--- config.mk ---
export PLATFORM = sky130hd
export DESIGN_NAME = preemptive_priority_scheduler_unit
export DESIGN_NICKNAME = d
export VERILOG_FILES = /design/src/rtl/pps_pkg.sv /design/src/rtl/pps_ctrl.sv /design/src/rtl/pps_dp.sv /design/src/rtl/preemptive_priority_scheduler_unit.sv
export VERILOG_INCLUDE_DIRS = /design/src /design/src/rtl
export SDC_FILE = /design/constraint.sdc
export NUM_CORES = 1
export LEC_CHECK = 0
export ABC_AREA = 1
export ABC_CLOCK_PERIOD_IN_PS = 11100
export BUFFER_PORTS_ARGS = -buffer_cell sky130_fd_sc_hd__buf_4
export CORE_MARGIN = 10
export CORE_UTILIZATION = 54
export DETAILED_ROUTE_END_ITERATION = 16
export PLACE_DENSITY = 0.75
export REMOVE_ABC_BUFFERS = 1
export SLEW_MARGIN = 40
export SYNTH_ARGS = -nofsm -noshare
export SYNTH_HDL_FRONTEND = slang
export SYNTH_SLANG_ARGS = --single-unit
--- constraint.sdc ---
create_clock -name clk -period 11.1 [get_ports clk]
set_input_delay 2.22 -clock clk [delete_from_list [all_inputs] [get_ports clk]]
set_output_delay 2.22 -clock clk [all_outputs]
set_load 0.02 [all_outputs]
--- src/rtl/preemptive_priority_scheduler_unit_assert.svh ---
// Assertion macros shared by the scheduler's RTL.
`ifndef PREEMPTIVE_PRIORITY_SCHEDULER_UNIT_ASSERT_SVH
`define PREEMPTIVE_PRIORITY_SCHEDULER_UNIT_ASSERT_SVH

// Same-cycle implication, checked on every rising edge outside reset.
`define PPS_ASSERT_NOW(label, clk, rst, ante, cons, msg) \
  label: assert property (@(posedge clk) disable iff (rst) (ante) |-> (cons)) \
    else $error(msg);

// Next-cycle implication, checked on every rising edge outside reset.
`define PPS_ASSERT_NEXT(label, clk, rst, ante, cons, msg) \
  label: assert property (@(posedge clk) disable iff (rst) (ante) |=> (cons)) \
    else $error(msg);

`endif

--- src/rtl/pps_pkg.sv ---
// Shared constants and controller/datapath interface types for the scheduler.
package pps_pkg;

  localparam int MAX_PROCS_DEF = 16;

  localparam int ARR_W   = 12;
  localparam int BUR_W   = 8;
  localparam int PRI_W   = 8;
  localparam int IDX_O_W = 4;
  localparam int TICK_W  = 13;
  localparam int SUM_W   = 17;

  // Commands from the controller to the datapath.
  typedef struct packed {
    logic load;        // store an incoming record if there is room
    logic scan_clear;  // restart the search over the job slots
    logic rd_scan;     // read the slot under the scan pointer
    logic eval;        // compare the read slot against the best so far
    logic tick_idle;   // no job was ready: advance time only
    logic rd_best;     // read the winning slot
    logic tick_run;    // serve the winner for one tick
    logic finish;      // the winner completed: issue its result
    logic clear;       // the whole set completed: return to empty
  } dp_cmd_t;

  // Status from the datapath to the controller.
  typedef struct packed {
    logic scan_last;   // the scan pointer sits on the last loaded slot
    logic best_valid;  // at least one ready job was found this tick
    logic run_done;    // the winner has one tick of service left
    logic last_done;   // the next completion is the last of the set
  } dp_sts_t;

endpackage

--- src/rtl/pps_ctrl.sv ---
// Controller state machine that sequences loading, the per-tick search and completions.
module pps_ctrl (
  input  logic              clk,
  input  logic              rst,
  input  logic              start,
  input  logic              last_job,
  output logic              busy,
  output pps_pkg::dp_cmd_t  cmd,
  input  pps_pkg::dp_sts_t  sts
);
  import pps_pkg::*;

  localparam logic [2:0] S_IDLE    = 3'd0;
  localparam logic [2:0] S_SCAN_RD = 3'd1;
  localparam logic [2:0] S_SCAN_EV = 3'd2;
  localparam logic [2:0] S_DECIDE  = 3'd3;
  localparam logic [2:0] S_RUN     = 3'd4;
  localparam logic [2:0] S_FIN     = 3'd5;

  logic [2:0] state;
  logic [2:0] state_next;

  always_ff @(posedge clk) begin
    if (rst) begin
      state <= S_IDLE;
    end else begin
      state <= state_next;
    end
  end

  assign busy = (state != S_IDLE);

  always_comb begin
    state_next = state;
    cmd        = '0;
    unique case (state)
      S_IDLE: begin
        if (start) begin
          cmd.load = 1'b1;
          if (last_job) begin
            cmd.scan_clear = 1'b1;
            state_next     = S_SCAN_RD;
          end
        end
      end
      S_SCAN_RD: begin
        cmd.rd_scan = 1'b1;
        state_next  = S_SCAN_EV;
      end
      S_SCAN_EV: begin
        cmd.eval   = 1'b1;
        state_next = sts.scan_last ? S_DECIDE : S_SCAN_RD;
      end
      S_DECIDE: begin
        if (sts.best_valid) begin
          cmd.rd_best = 1'b1;
          state_next  = S_RUN;
        end else begin
          cmd.tick_idle  = 1'b1;
          cmd.scan_clear = 1'b1;
          state_next     = S_SCAN_RD;
        end
      end
      S_RUN: begin
        cmd.tick_run = 1'b1;
        if (sts.run_done) begin
          state_next = S_FIN;
        end else begin
          cmd.scan_clear = 1'b1;
          state_next     = S_SCAN_RD;
        end
      end
      S_FIN: begin
        cmd.finish = 1'b1;
        if (sts.last_done) begin
          cmd.clear  = 1'b1;
          state_next = S_IDLE;
        end else begin
          cmd.scan_clear = 1'b1;
          state_next     = S_SCAN_RD;
        end
      end
      default: begin
        state_next = S_IDLE;
      end
    endcase
  end

endmodule

--- src/rtl/pps_dp.sv ---
// Datapath: job record memories, the search registers, the tick counter and the result register.
module pps_dp #(
  parameter int MaxProcs = pps_pkg::MAX_PROCS_DEF
) (
  input  logic                        clk,
  input  logic                        rst,
  input  pps_pkg::dp_cmd_t            cmd,
  output pps_pkg::dp_sts_t            sts,
  input  logic [pps_pkg::ARR_W-1:0]   arrival_time,
  input  logic [pps_pkg::BUR_W-1:0]   burst_length,
  input  logic [pps_pkg::PRI_W-1:0]   job_priority,
  output logic                        result_valid,
  output logic [pps_pkg::IDX_O_W-1:0] job_index,
  output logic [pps_pkg::TICK_W-1:0]  completion_time,
  output logic [pps_pkg::TICK_W-1:0]  turnaround_time,
  output logic [pps_pkg::TICK_W-1:0]  waiting_time,
  output logic [pps_pkg::SUM_W-1:0]   total_turnaround,
  output logic [pps_pkg::SUM_W-1:0]   total_waiting,
  output logic                        final_result
);
  import pps_pkg::*;

  localparam int IDX_W = (MaxProcs > 1) ? $clog2(MaxProcs) : 1;
  localparam int CNT_W = $clog2(MaxProcs + 1);

  // Job record memories: one shared read address, registered read data.
  logic [ARR_W-1:0] arr_mem [MaxProcs];
  logic [BUR_W-1:0] bur_mem [MaxProcs];
  logic [PRI_W-1:0] pri_mem [MaxProcs];
  logic [BUR_W-1:0] rem_mem [MaxProcs];
  logic [MaxProcs-1:0] fin_flags;

  logic [ARR_W-1:0] rd_arr;
  logic [BUR_W-1:0] rd_bur;
  logic [PRI_W-1:0] rd_pri;
  logic [BUR_W-1:0] rd_rem;
  logic             rd_fin;

  logic [CNT_W-1:0]  job_count;
  logic [CNT_W-1:0]  done_count;
  logic [TICK_W-1:0] cur_tick;
  logic [SUM_W-1:0]  tat_sum;
  logic [SUM_W-1:0]  wt_sum;
  logic [TICK_W-1:0] tat_reg;

  logic [IDX_W-1:0] scan_idx;
  logic             best_valid;
  logic [IDX_W-1:0] best_idx;
  logic [PRI_W-1:0] best_pri;
  logic [ARR_W-1:0] best_arr;

  logic             full;
  logic             load_en;
  logic [IDX_W-1:0] rd_addr;
  logic [IDX_W-1:0] wr_addr;
  logic             ready;
  logic             take;
  logic [TICK_W-1:0] wt_calc;
  logic [SUM_W-1:0]  tat_sum_next;
  logic [SUM_W-1:0]  wt_sum_next;
  logic [IDX_W+IDX_O_W-1:0] idx_ext;

  assign full    = (job_count == CNT_W'(MaxProcs));
  assign load_en = cmd.load && !full;
  assign rd_addr = cmd.rd_best ? best_idx : scan_idx;
  assign wr_addr = cmd.tick_run ? best_idx : job_count[IDX_W-1:0];

  always_ff @(posedge clk) begin
    if (load_en) begin
      arr_mem[wr_addr] <= arrival_time;
      bur_mem[wr_addr] <= burst_length;
      pri_mem[wr_addr] <= job_priority;
    end
    if (load_en || cmd.tick_run) begin
      rem_mem[wr_addr] <= cmd.tick_run ? rd_rem - BUR_W'(1) : burst_length;
    end
    if (cmd.rd_scan || cmd.rd_best) begin
      rd_arr <= arr_mem[rd_addr];
      rd_bur <= bur_mem[rd_addr];
      rd_pri <= pri_mem[rd_addr];
      rd_rem <= rem_mem[rd_addr];
      rd_fin <= fin_flags[rd_addr];
    end
  end

  // A slot is eligible once it has arrived and is unfinished; ties go to the
  // strictly earlier arrival, then to the lower slot, which the scan order gives.
  assign ready = !rd_fin && ({1'b0, rd_arr} <= cur_tick);
  assign take  = !best_valid || (rd_pri < best_pri) ||
                 ((rd_pri == best_pri) && (rd_arr < best_arr));

  always_ff @(posedge clk) begin
    if (cmd.scan_clear) begin
      scan_idx <= '0;
    end else if (cmd.eval) begin
      scan_idx <= scan_idx + IDX_W'(1);
    end
    if (cmd.eval && ready && take) begin
      best_idx <= scan_idx;
      best_pri <= rd_pri;
      best_arr <= rd_arr;
    end
    if (cmd.tick_run) begin
      tat_reg <= cur_tick + TICK_W'(1) - TICK_W'(rd_arr);
    end
  end

  assign wt_calc      = tat_reg - TICK_W'(rd_bur);
  assign tat_sum_next = tat_sum + SUM_W'(tat_reg);
  assign wt_sum_next  = wt_sum + SUM_W'(wt_calc);
  assign idx_ext      = {{IDX_O_W{1'b0}}, best_idx};

  always_ff @(posedge clk) begin
    if (rst) begin
      job_count  <= '0;
      done_count <= '0;
      cur_tick   <= '0;
      tat_sum    <= '0;
      wt_sum     <= '0;
      fin_flags  <= '0;
      best_valid <= 1'b0;
    end else begin
      if (cmd.scan_clear) begin
        best_valid <= 1'b0;
      end else if (cmd.eval && ready) begin
        best_valid <= 1'b1;
      end
      if (cmd.tick_idle || cmd.tick_run) begin
        cur_tick <= cur_tick + TICK_W'(1);
      end
      if (load_en) begin
        job_count <= job_count + CNT_W'(1);
        fin_flags[job_count[IDX_W-1:0]] <= 1'b0;
      end
      if (cmd.clear) begin
        job_count  <= '0;
        done_count <= '0;
        cur_tick   <= '0;
        tat_sum    <= '0;
        wt_sum     <= '0;
        fin_flags  <= '0;
      end else if (cmd.finish) begin
        done_count          <= done_count + CNT_W'(1);
        tat_sum             <= tat_sum_next;
        wt_sum              <= wt_sum_next;
        fin_flags[best_idx] <= 1'b1;
      end
    end
  end

  always_ff @(posedge clk) begin
    if (rst) begin
      result_valid <= 1'b0;
    end else begin
      result_valid <= cmd.finish;
    end
    if (cmd.finish) begin
      job_index        <= idx_ext[IDX_O_W-1:0];
      completion_time  <= cur_tick;
      turnaround_time  <= tat_reg;
      waiting_time     <= wt_calc;
      total_turnaround <= tat_sum_next;
      total_waiting    <= wt_sum_next;
      final_result     <= sts.last_done;
    end
  end

  assign sts.scan_last  = ((CNT_W'(scan_idx) + CNT_W'(1)) == job_count);
  assign sts.best_valid = best_valid;
  assign sts.run_done   = (rd_rem == BUR_W'(1));
  assign sts.last_done  = ((done_count + CNT_W'(1)) == job_count);

endmodule

--- src/rtl/preemptive_priority_scheduler_unit.sv ---
// Top level of the preemptive priority scheduler: controller, datapath and checks.
//
// Job records are loaded one beat per cycle while busy is low: a beat is taken
// at each rising edge with start high and busy low, into slots 0, 1, 2 and so
// on. A record that comes when MaxProcs jobs are already held is dropped. The
// beat with last_job high starts the schedule and busy rises on the next cycle;
// no beat is taken until the last job of the set has completed. Time then runs
// in unit ticks from zero. Each tick the controller walks every loaded slot
// through the single read port of the record memories, a read step and an
// evaluate step per slot, then decides: an idle tick only advances time, and a
// served tick adds a run step, plus a finish step when the job completes. Each
// completion is presented on the result ports for exactly one cycle, marked by
// result_valid, and there is no back-pressure: the receiver must take every
// result beat as it comes. Strobes are never on two adjacent cycles. The beat
// carrying final_result high is the last of the set; busy is already low in
// that cycle, the tick counter and both running totals are back to zero, and
// a new set of jobs may be loaded straight away. A burst of zero is served for
// 256 ticks. There is no clearing pass after reset.
module preemptive_priority_scheduler_unit #(
  parameter int MaxProcs = pps_pkg::MAX_PROCS_DEF
) (
  input  logic                        clk,
  input  logic                        rst,
  input  logic                        start,
  output logic                        busy,
  input  logic [pps_pkg::ARR_W-1:0]   arrival_time,
  input  logic [pps_pkg::BUR_W-1:0]   burst_length,
  input  logic [pps_pkg::PRI_W-1:0]   job_priority,
  input  logic                        last_job,
  output logic                        result_valid,
  output logic [pps_pkg::IDX_O_W-1:0] job_index,
  output logic [pps_pkg::TICK_W-1:0]  completion_time,
  output logic [pps_pkg::TICK_W-1:0]  turnaround_time,
  output logic [pps_pkg::TICK_W-1:0]  waiting_time,
  output logic [pps_pkg::SUM_W-1:0]   total_turnaround,
  output logic [pps_pkg::SUM_W-1:0]   total_waiting,
  output logic                        final_result
);
  import pps_pkg::*;

`include "preemptive_priority_scheduler_unit_assert.svh"

  dp_cmd_t cmd;
  dp_sts_t sts;

  // The controller sees only the start strobe, the last-job flag and the
  // datapath status; all payload stays in the datapath.
  pps_ctrl u_ctrl (
    .clk      (clk),
    .rst      (rst),
    .start    (start),
    .last_job (last_job),
    .busy     (busy),
    .cmd      (cmd),
    .sts      (sts)
  );

  pps_dp #(
    .MaxProcs (MaxProcs)
  ) u_dp (
    .clk              (clk),
    .rst              (rst),
    .cmd              (cmd),
    .sts              (sts),
    .arrival_time     (arrival_time),
    .burst_length     (burst_length),
    .job_priority     (job_priority),
    .result_valid     (result_valid),
    .job_index        (job_index),
    .completion_time  (completion_time),
    .turnaround_time  (turnaround_time),
    .waiting_time     (waiting_time),
    .total_turnaround (total_turnaround),
    .total_waiting    (total_waiting),
    .final_result     (final_result)
  );

  // The final-job beat always starts a schedule.
  `PPS_ASSERT_NEXT(a_last_starts, clk, rst, start && !busy && last_job, busy, "schedule did not start")

  // The block is idle again exactly when the final result of a set appears.
  `PPS_ASSERT_NOW(a_final_idle, clk, rst, result_valid && final_result, !busy, "busy after final result")
  `PPS_ASSERT_NOW(a_mid_busy, clk, rst, result_valid && !final_result, busy, "idle before final result")

  // Each completion needs at least a fresh scan, so strobes never touch.
  `PPS_ASSERT_NEXT(a_strobe_gap, clk, rst, result_valid, !result_valid, "back-to-back result strobes")

endmodule
==> results of run 1 <==
worst reg2reg max path, cell delays in order, from the launching register on:
cell and delay [ns]:
dfxtp_1 0.51, nand2_1 0.11, nor2_2 0.20, nand3_4 0.61
nand2_8 0.63, buf_16 0.28, buf_6 0.66, nand2_1 0.19
nand3_1 0.16, nand3_1 0.10, nand3_1 0.11, nand2_1 0.07
worst min path at each step:
stage | start | endpoint | cells past startpoint
final | u_dp.rd_pri[0] | u_dp.best_pri[0] | 0
after global routing | u_dp.rd_pri[0] | u_dp.best_pri[0] | 0
after CTS | u_dp.rd_pri[0] | u_dp.best_pri[0] | 0
after detailed placement | u_dp.rd_pri[0] | u_dp.best_pri[0] | 0
after global placement | u_dp.rd_pri[0] | u_dp.best_pri[0] | 0
after floorplan | u_dp.rd_pri[0] | u_dp.best_pri[0] | 0
power groups by stage:
stage | Clock, mW | Sequential, mW | Combinational [mW]
global placement | 0 | 3.53 | 1.31
detailed placement | 0 | 3.53 | 1.36
CTS | 2.94 | 3.47 | 1.37
floorplan | 0 | 3.51 | 0.941
finish | 2.91 | 3.47 | 1.38
global route | 3.07 | 3.47 | 1.53
Yosys cell counts (5+ instances only):
cell      number
edfxtp_1     728
nand3_1      652
a21oi_1      123
ha_1          86
buf_2         97
inv_1        747
nor2_1       175
nand2_1      916
nand3b_1      36
xnor2_1       10
dfxtp_1       82
o21ai_1        5
xor2_1        49
buf_1          5
nor3_1        19
inv_2          6
clkbuf_1      32
or2_2         11
o21ai_0       36
nand4_1       13
buf_4         20
cell families after synthesis:
| group | synth area share, % |
|---|---|
| AND/OR/NAND/NOR | 21.2 |
| AO/OA/AOI/OAI | 2.43 |
| flip-flops | 62.4 |
| adder cells (fa/ha/maj) | 3.07 |
| buffers and inverters | 9.56 |
| XOR/XNOR | 1.37 |
cells in the final DEF, fill, tap and decap left out, types with 7 or more instances in the layout:
master     count
a21oi_1      122
buf_16        22
buf_4        134
buf_8          7
bufinv_16     12
clkbuf_1      15
clkbuf_16     85
clkinv_1      17
clkinv_2      13
dfxtp_1       82
edfxtp_1     728
ha_1          86
inv_1        746
nand2_1      913
nand3_1      651
nand3b_1      36
nand4_1       13
nor2_1       159
nor2_4        17
nor3_1        19
o21ai_0       32
or2_2         11
xnor2_1       10
xor2_1        49
per-layer routing:
metal,vias to the layer above,wire length (um),global-route usage [%]
met2,1277,44300,37.4
met4,6,3450,9.04
met3,234,8440,4.13
met1,12600,35600,27.6
li1,12800,-,-
met5,-,34,0
layout make-up:
cell class / count / share of cell area (%)
multi-input combinational: 2162 / 25.2
antenna: 2 / 0.0116
sequential: 810 / 54.6
inverter: 754 / 6.59
tap: 931 / 2.71
clock inverter: 56 / 1.62
clock buffer: 101 / 5.11
timing repair buffer: 169 / 4.15
stage by stage:
| step | area (um^2) | hold WS, ns |
|---|---|---|
| detailed placement | 40100 | 0.446 |
| finish | 43000 | 0.454 |
| CTS | 43000 | 0.460 |
| global placement | 39300 | 0.431 |
| floorplan | 36900 | 0.426 |
| global route | 43000 | 0.483 |
==> results.md, run 1 <==
- Largest register FFs: 192
- Top FF cell, synth: edfxtp_1
- Worst-Skew Late Latency: 0.66 ns
- Worst R2R Start: u_ctrl.state[0]
- GRT overflow: 0
- Pre-CTS WS: 6.69 ns
- Max Slew Vio Count: 0
- Clock Tree Buf Depth: 3
- Synth Register Bits: 810
- Int Power: 5.54 mW
- Average cell area after synthesis: 9.71 um^2
- Post-CTS sizing: 0
- I/O Buffers: 111
- Final setup viols: 0
- Num CTS Buffers: 85
- Per-cell routed wire length: 18.4 um
- Async SR Flop Fraction: 0%
- Vias/cell: 5.40
- Worst r2r dst: u_dp.rd_rem[2]
- Syn-to-layout area delta: 14.1%
- Pleak: 18.5 nW
- Total power divided by cell area: 181 nW/um^2
- Number of top-level pins: 112
- Synth top area cells: edfxtp_1, nand2_1, nand3_1
- Worst path required time: 8.88 ns
- Final worst setup slack: 7.18 ns
- Initial cell density of the core: 54.7%
- Reg clk slew, reported paths: 0.06 ns
- Status: finished, final reports clean
- Gr usage total: 22.1%
- Utilization after layout: 62.4%
- Clock H-tree levels: 3
- DR pass1 iterations: 6
- Initial antenna violation count: 5
- DRT Wirelength: 91,800 um
- CP Buf/Inv Count: 1
- Clock power frac: 37.5%
- Fmax: 255 MHz
- Critical Path End: busy
- Hold WC Path Type: flip-flop to flip-flop
- Maxcap violations: 0
- Crit Path Max Fanout: 7
- DRT antenna net count: 0
- Global-route wire length before repair: 141,000 um
- Post-CTS Setup Bufs: 0
- Combinational power share: 17.8%
- Filler cells: 5,299
- Critical path depth: 3
- Largest net degree at the start of global routing: 103
- 1st-iter DRT viols: 2,631
- Critical path's largest stage delay: 0.53 ns
- Vias in the first global route: 25.5k
- Die height: 284 um
- Crit-path slowest cell: dfxtp_1
- Seq/Total Area, Yosys: 62.4%
- Ys Warns: 0
- Layout Cells excl Fill: 4,985
- CP endpoint kind: primary output
- Library cells used by synthesis: 39
- Mapped Area: 37,700 um^2
- Crit path cell chain: nor2_1 -> nand2_1 -> buf_4
- Switching share of power: 28.7%
- Hold Fails Final Rpt: 0
- Post-Route Skew: 0.0282 ns
- Layout cell share with drive strength beyond 1: 8.66%
- Synth Instances: 3,880
- Startpoint types: flip-flop
- Final Critical Period: 3.92 ns
- Max VDD drop: 0.145 mV
- Fin crit share: 35.3%
- Hold-fix buffers, CTS: 0
- Critical path origin: u_ctrl.state[2]
- Multi-input logic area: 10,800 um^2
- RSZ-0062 raised after global routing: no
- Core ar.: 68,900 um^2
- Site Rows: 96
- Total power: 7.77 mW
- Sw Pwr: 2.23 mW
- CTS tree: done
- DP HPWL: 57,800 um
- Seq. cell area: 23,500 um^2
- Synth area leader: edfxtp_1
- Post-synth EDFFs: 728
- Die boundary width: 284 um
- Post-Route Setup TNS: 0 ns
- Root buffer cell: clkbuf_16
- Relative slew slack: 41.9%
- Crit Path Category: flip-flop to primary output
- Worst slew pin tran: 0.864 ns
- Seq pwr share: 44.6%
- Critical Path AT: 1.70 ns
- Post-synth top area share: 58.0%
- TritonCTS Sinks: 810
- Final #Nets: 4,104
- Reg2Reg Depth: 11
- R2r setup slk: 7.23 ns
- Full die area: 80,800 um^2
- CP top delay family: flip-flops
- Routed via count: 26.9k
- Inst Count DP: 4,826
- Placer Congestion: 0.922
- DRC: 0
- Largest Register: u_dp.arr_mem
No activity file was read; power rests on OpenSTA's default activity.
==> inputs of run 2 (changes only) <==
--- a/config.mk
+++ b/config.mk
@@ -7,12 +7,12 @@
 export NUM_CORES = 1
 export LEC_CHECK = 0
 export ABC_AREA = 1
-export ABC_CLOCK_PERIOD_IN_PS = 11100
+export ABC_CLOCK_PERIOD_IN_PS = 3200
 export BUFFER_PORTS_ARGS = -buffer_cell sky130_fd_sc_hd__buf_4
 export CORE_MARGIN = 10
 export CORE_UTILIZATION = 54
 export DETAILED_ROUTE_END_ITERATION = 16
-export PLACE_DENSITY = 0.75
+export PLACE_DENSITY = 0.77
 export REMOVE_ABC_BUFFERS = 1
 export SLEW_MARGIN = 40
 export SYNTH_ARGS = -nofsm -noshare
==> constraint.sdc (replaced) <==
create_clock -name clk -period 3.2 [get_ports clk]
set_input_delay 0.64 -clock clk [delete_from_list [all_inputs] [get_ports clk]]
set_output_delay 0.64 -clock clk [all_outputs]
set_load 0.02 [all_outputs]
==> run 2 against run 1 <==
  * Flip-flop and latch count stayed put
  * Global-route usage is 0.67 points higher
  * Wire length increased by 2.5%
  * Design area up 0.54%
  * Setup slack got worse by 7.0 ns
  * Combinational power rose to 3.7 times the previous value
  * Core utilization rose by 0.33 points
  * Worst hold slack got worse by 0.23 ns
  * Register-to-register slack worse by 7.1 ns
  * Critical endpoint is now u_dp.total_waiting[8]
==> results.md, run 2 (synthesized netlist as in run 1, its figures left out) <==
- Gr usage total: 22.8% (was 22.1%)
- Clock H-tree levels: 3 (unchanged)
- Clock Tree Buf Depth: 3 (unchanged)
- Full die area: 80,800 um^2 (unchanged)
- Final Critical Period: 3.04 ns
- DRT Wirelength: 94,000 um (was 91,800 um)
- Critical Path AT: 3.44 ns (was 1.70 ns)
- Leading cell type in the layout, fill and taps excluded: nand2_1 (unchanged)
- Max VDD drop: 0.529 mV (was 0.145 mV)
- Number of top-level pins: 112 (unchanged)
- Die boundary width: 284 um (unchanged)
- Critical path origin: u_dp.tat_reg[2] (was u_ctrl.state[2])
- Final #Nets: 4,155 (was 4,104)
- Root buffer cell: clkbuf_16 (unchanged)
- Core ar.: 68,900 um^2 (unchanged)
- Largest Register: u_dp.arr_mem (unchanged)
- Hold-fix buffers, CTS: 0 (unchanged)
- Num CTS Buffers: 84 (was 85)
- Hold WC Path Type: input port to flip-flop (was flip-flop to flip-flop)
- Fmax: 329 MHz
- Global-route wire length before repair: 146,000 um (was 141,000 um)
- DRT antenna net count: 0 (unchanged)
- Total power divided by cell area: 623 nW/um^2 (was 181 nW/um^2)
- Syn-to-layout area delta: 14.7% (was 14.1%)
- Reg clk slew, reported paths: 0.06 ns (about the same)
- Startpoint types: flip-flop (unchanged)
- Worst slew pin tran: 0.742 ns (was 0.864 ns)
- Relative slew slack: 50.1% (was 41.9%)
- Pleak: 18.6 nW (was 18.5 nW)
- CTS tree: done (unchanged)
- Min Hold Slack: 0.228 ns (was 0.454 ns)
- Layout Cells excl Fill: 5,035 (was 4,985)
- Vias/cell: 5.44 (was 5.40)
- Top cell by count, worst path: nand2_1
- TritonCTS Sinks: 810 (unchanged)
- Final setup viols: 0 (unchanged)
- Maxcap violations: 0 (unchanged)
- Commonest cells after routing, fill and taps aside: nand2_1, inv_1, edfxtp_1, nand3_1, buf_4 (was nand2_1, inv_1, edfxtp_1, nand3_1, nor2_1)
- Initial antenna violation count: 4 (was 5)
- Crit-path slowest cell: edfxtp_1 (was dfxtp_1)
- I/O Buffers: 111 (unchanged)
- Hold Path Origin: rst (was u_dp.rd_pri[0])
- Status: finished, final reports clean (unchanged)
- Largest register FFs: 192 (unchanged)
- Vias in the first global route: 26.4k (was 25.5k)
- Die height: 284 um (unchanged)
- Max Slew Vio Count: 0 (unchanged)
- Largest net degree at the start of global routing: 109 (was 103)
- CP Buf/Inv Count: 1 (unchanged)
- Crit path cell chain: ha_4 -> inv_1 -> o31ai_4 -> a21oi_1 -> xor2_1 -> ha_1 -> nand2_1 -> nand2_1 -> a21oi_1 -> nand2_1 -> or2_2 -> and2_1 (was nor2_1 -> nand2_1 -> buf_4)
- 1st-iter DRT viols: 2,909 (was 2,631)
- GRT overflow: 0 (unchanged)
- Crit Path Category: flip-flop to flip-flop (was flip-flop to primary output)
- Post-Route Skew: 0.0601 ns (was 0.0282 ns)
- Initial cell density of the core: 54.7% (unchanged)
- Inst Count DP: 4,875 (was 4,826)
- Placer Congestion: 0.913 (was 0.922)
- DRC: 0 (unchanged)
- Worst path required time: 3.60 ns (was 8.88 ns)
- CP top delay family: simple AND/OR/NAND/NOR gates (was flip-flops)
- Worst-Skew Late Latency: 0.68 ns (was 0.66 ns)
- Fin crit share: 94.9%
- Layout cell share with drive strength beyond 1: 10.2% (was 8.66%)
- Critical path's largest stage delay: 0.44 ns (was 0.53 ns)
- Worst R2R Start: u_dp.tat_reg[2] (was u_ctrl.state[0])
- Per-cell routed wire length: 18.7 um (was 18.4 um)
- DR pass1 iterations: 6 (unchanged)
- CP endpoint kind: flip-flop (was primary output)
- Hold Fails Final Rpt: 0 (unchanged)
- Crit Path Max Fanout: 4 (was 7)
- DP HPWL: 56,800 um (was 57,800 um)
- Routed via count: 27.4k (was 26.9k)
- Site Rows: 96 (unchanged)
## run 2: cell types whose count changed in the layout (fill, tap and decap cells not counted), moves of 5 or more
cell	change
clkbuf_1	+5
buf_4	+58
a21oi_1	-5
buf_6	-6
buf_16	-22
ha_1	-5
nor2_2	+5
a21oi_2	+5
buf_12	+29
buf_8	-7
## run 2: power breakdown
part / total (mW) / switching [mW] / internal (mW)
Combinational: 5.14 / 3.55 / 1.59
Sequential: 12.0 / 0.138 / 11.9
Clock: 9.78 / 4.15 / 5.63
Total: 26.9 / 7.84 / 19.1
## run 2: metal layers
layer	global-route usage, %	part of all wire (%)
met3	4.66	9.6
met4	8.29	3.5
met1	28.8	39
met2	38.2	48
met5	0	0.029
## run 2: path summary, 6_finish.rpt
kind / to / slack [ns] / depth (start not counted)
min reg2reg: u_dp.best_pri[3] / 0.45 / 0
max reg2reg: u_dp.total_waiting[8] / 0.16 / 12
min: u_ctrl.state[1] / 0.23 / 2
max: u_dp.total_waiting[8] / 0.16 / 12
## run 2: timing repair
item | 4_1_cts | 5_1_grt
setup buffers | 1 | 2
setup endpoints to repair | 14 | 21
resized for setup | 2 | 28
pin swaps | 1 | 7
## run 2: worst reg2reg max path, cell delays in order (launching register included)
cell	delay, ns
edfxtp_1	0.44
ha_4	0.32
inv_1	0.09
o31ai_4	0.32
a21oi_1	0.13
xor2_1	0.28
ha_1	0.35
nand2_1	0.10
nand2_1	0.11
a21oi_1	0.14
nand2_1	0.08
or2_2	0.28
and2_1	0.14
## run 2: per-stage QoR
step                worst slack [ns]  cell area (um^2)  total power [mW]  utilization, %  setup TNS [ns]
floorplan                      -2.61             36900              15.4               -         -358.81
global placement             -0.0221             40300              17.1            58.4         -0.0221
detailed placement           -0.0910             40300              17.2            58.4          -0.335
CTS                          0.00688             43100              26.9            62.5               0
global route                 -0.0166             43200              27.9            62.7         -0.0181
finish                         0.164             43200              26.9            62.7               0
## run 2: final cells by class
cell class	instances	area [um^2]
clock buffer	107	2230
fill	5299	25700
sequential	810	23500
tap	931	1160
multi-input combinational	2162	10900
antenna	3	7.51
timing repair buffer	221	2020
clock inverter	47	547
inverter	754	2830
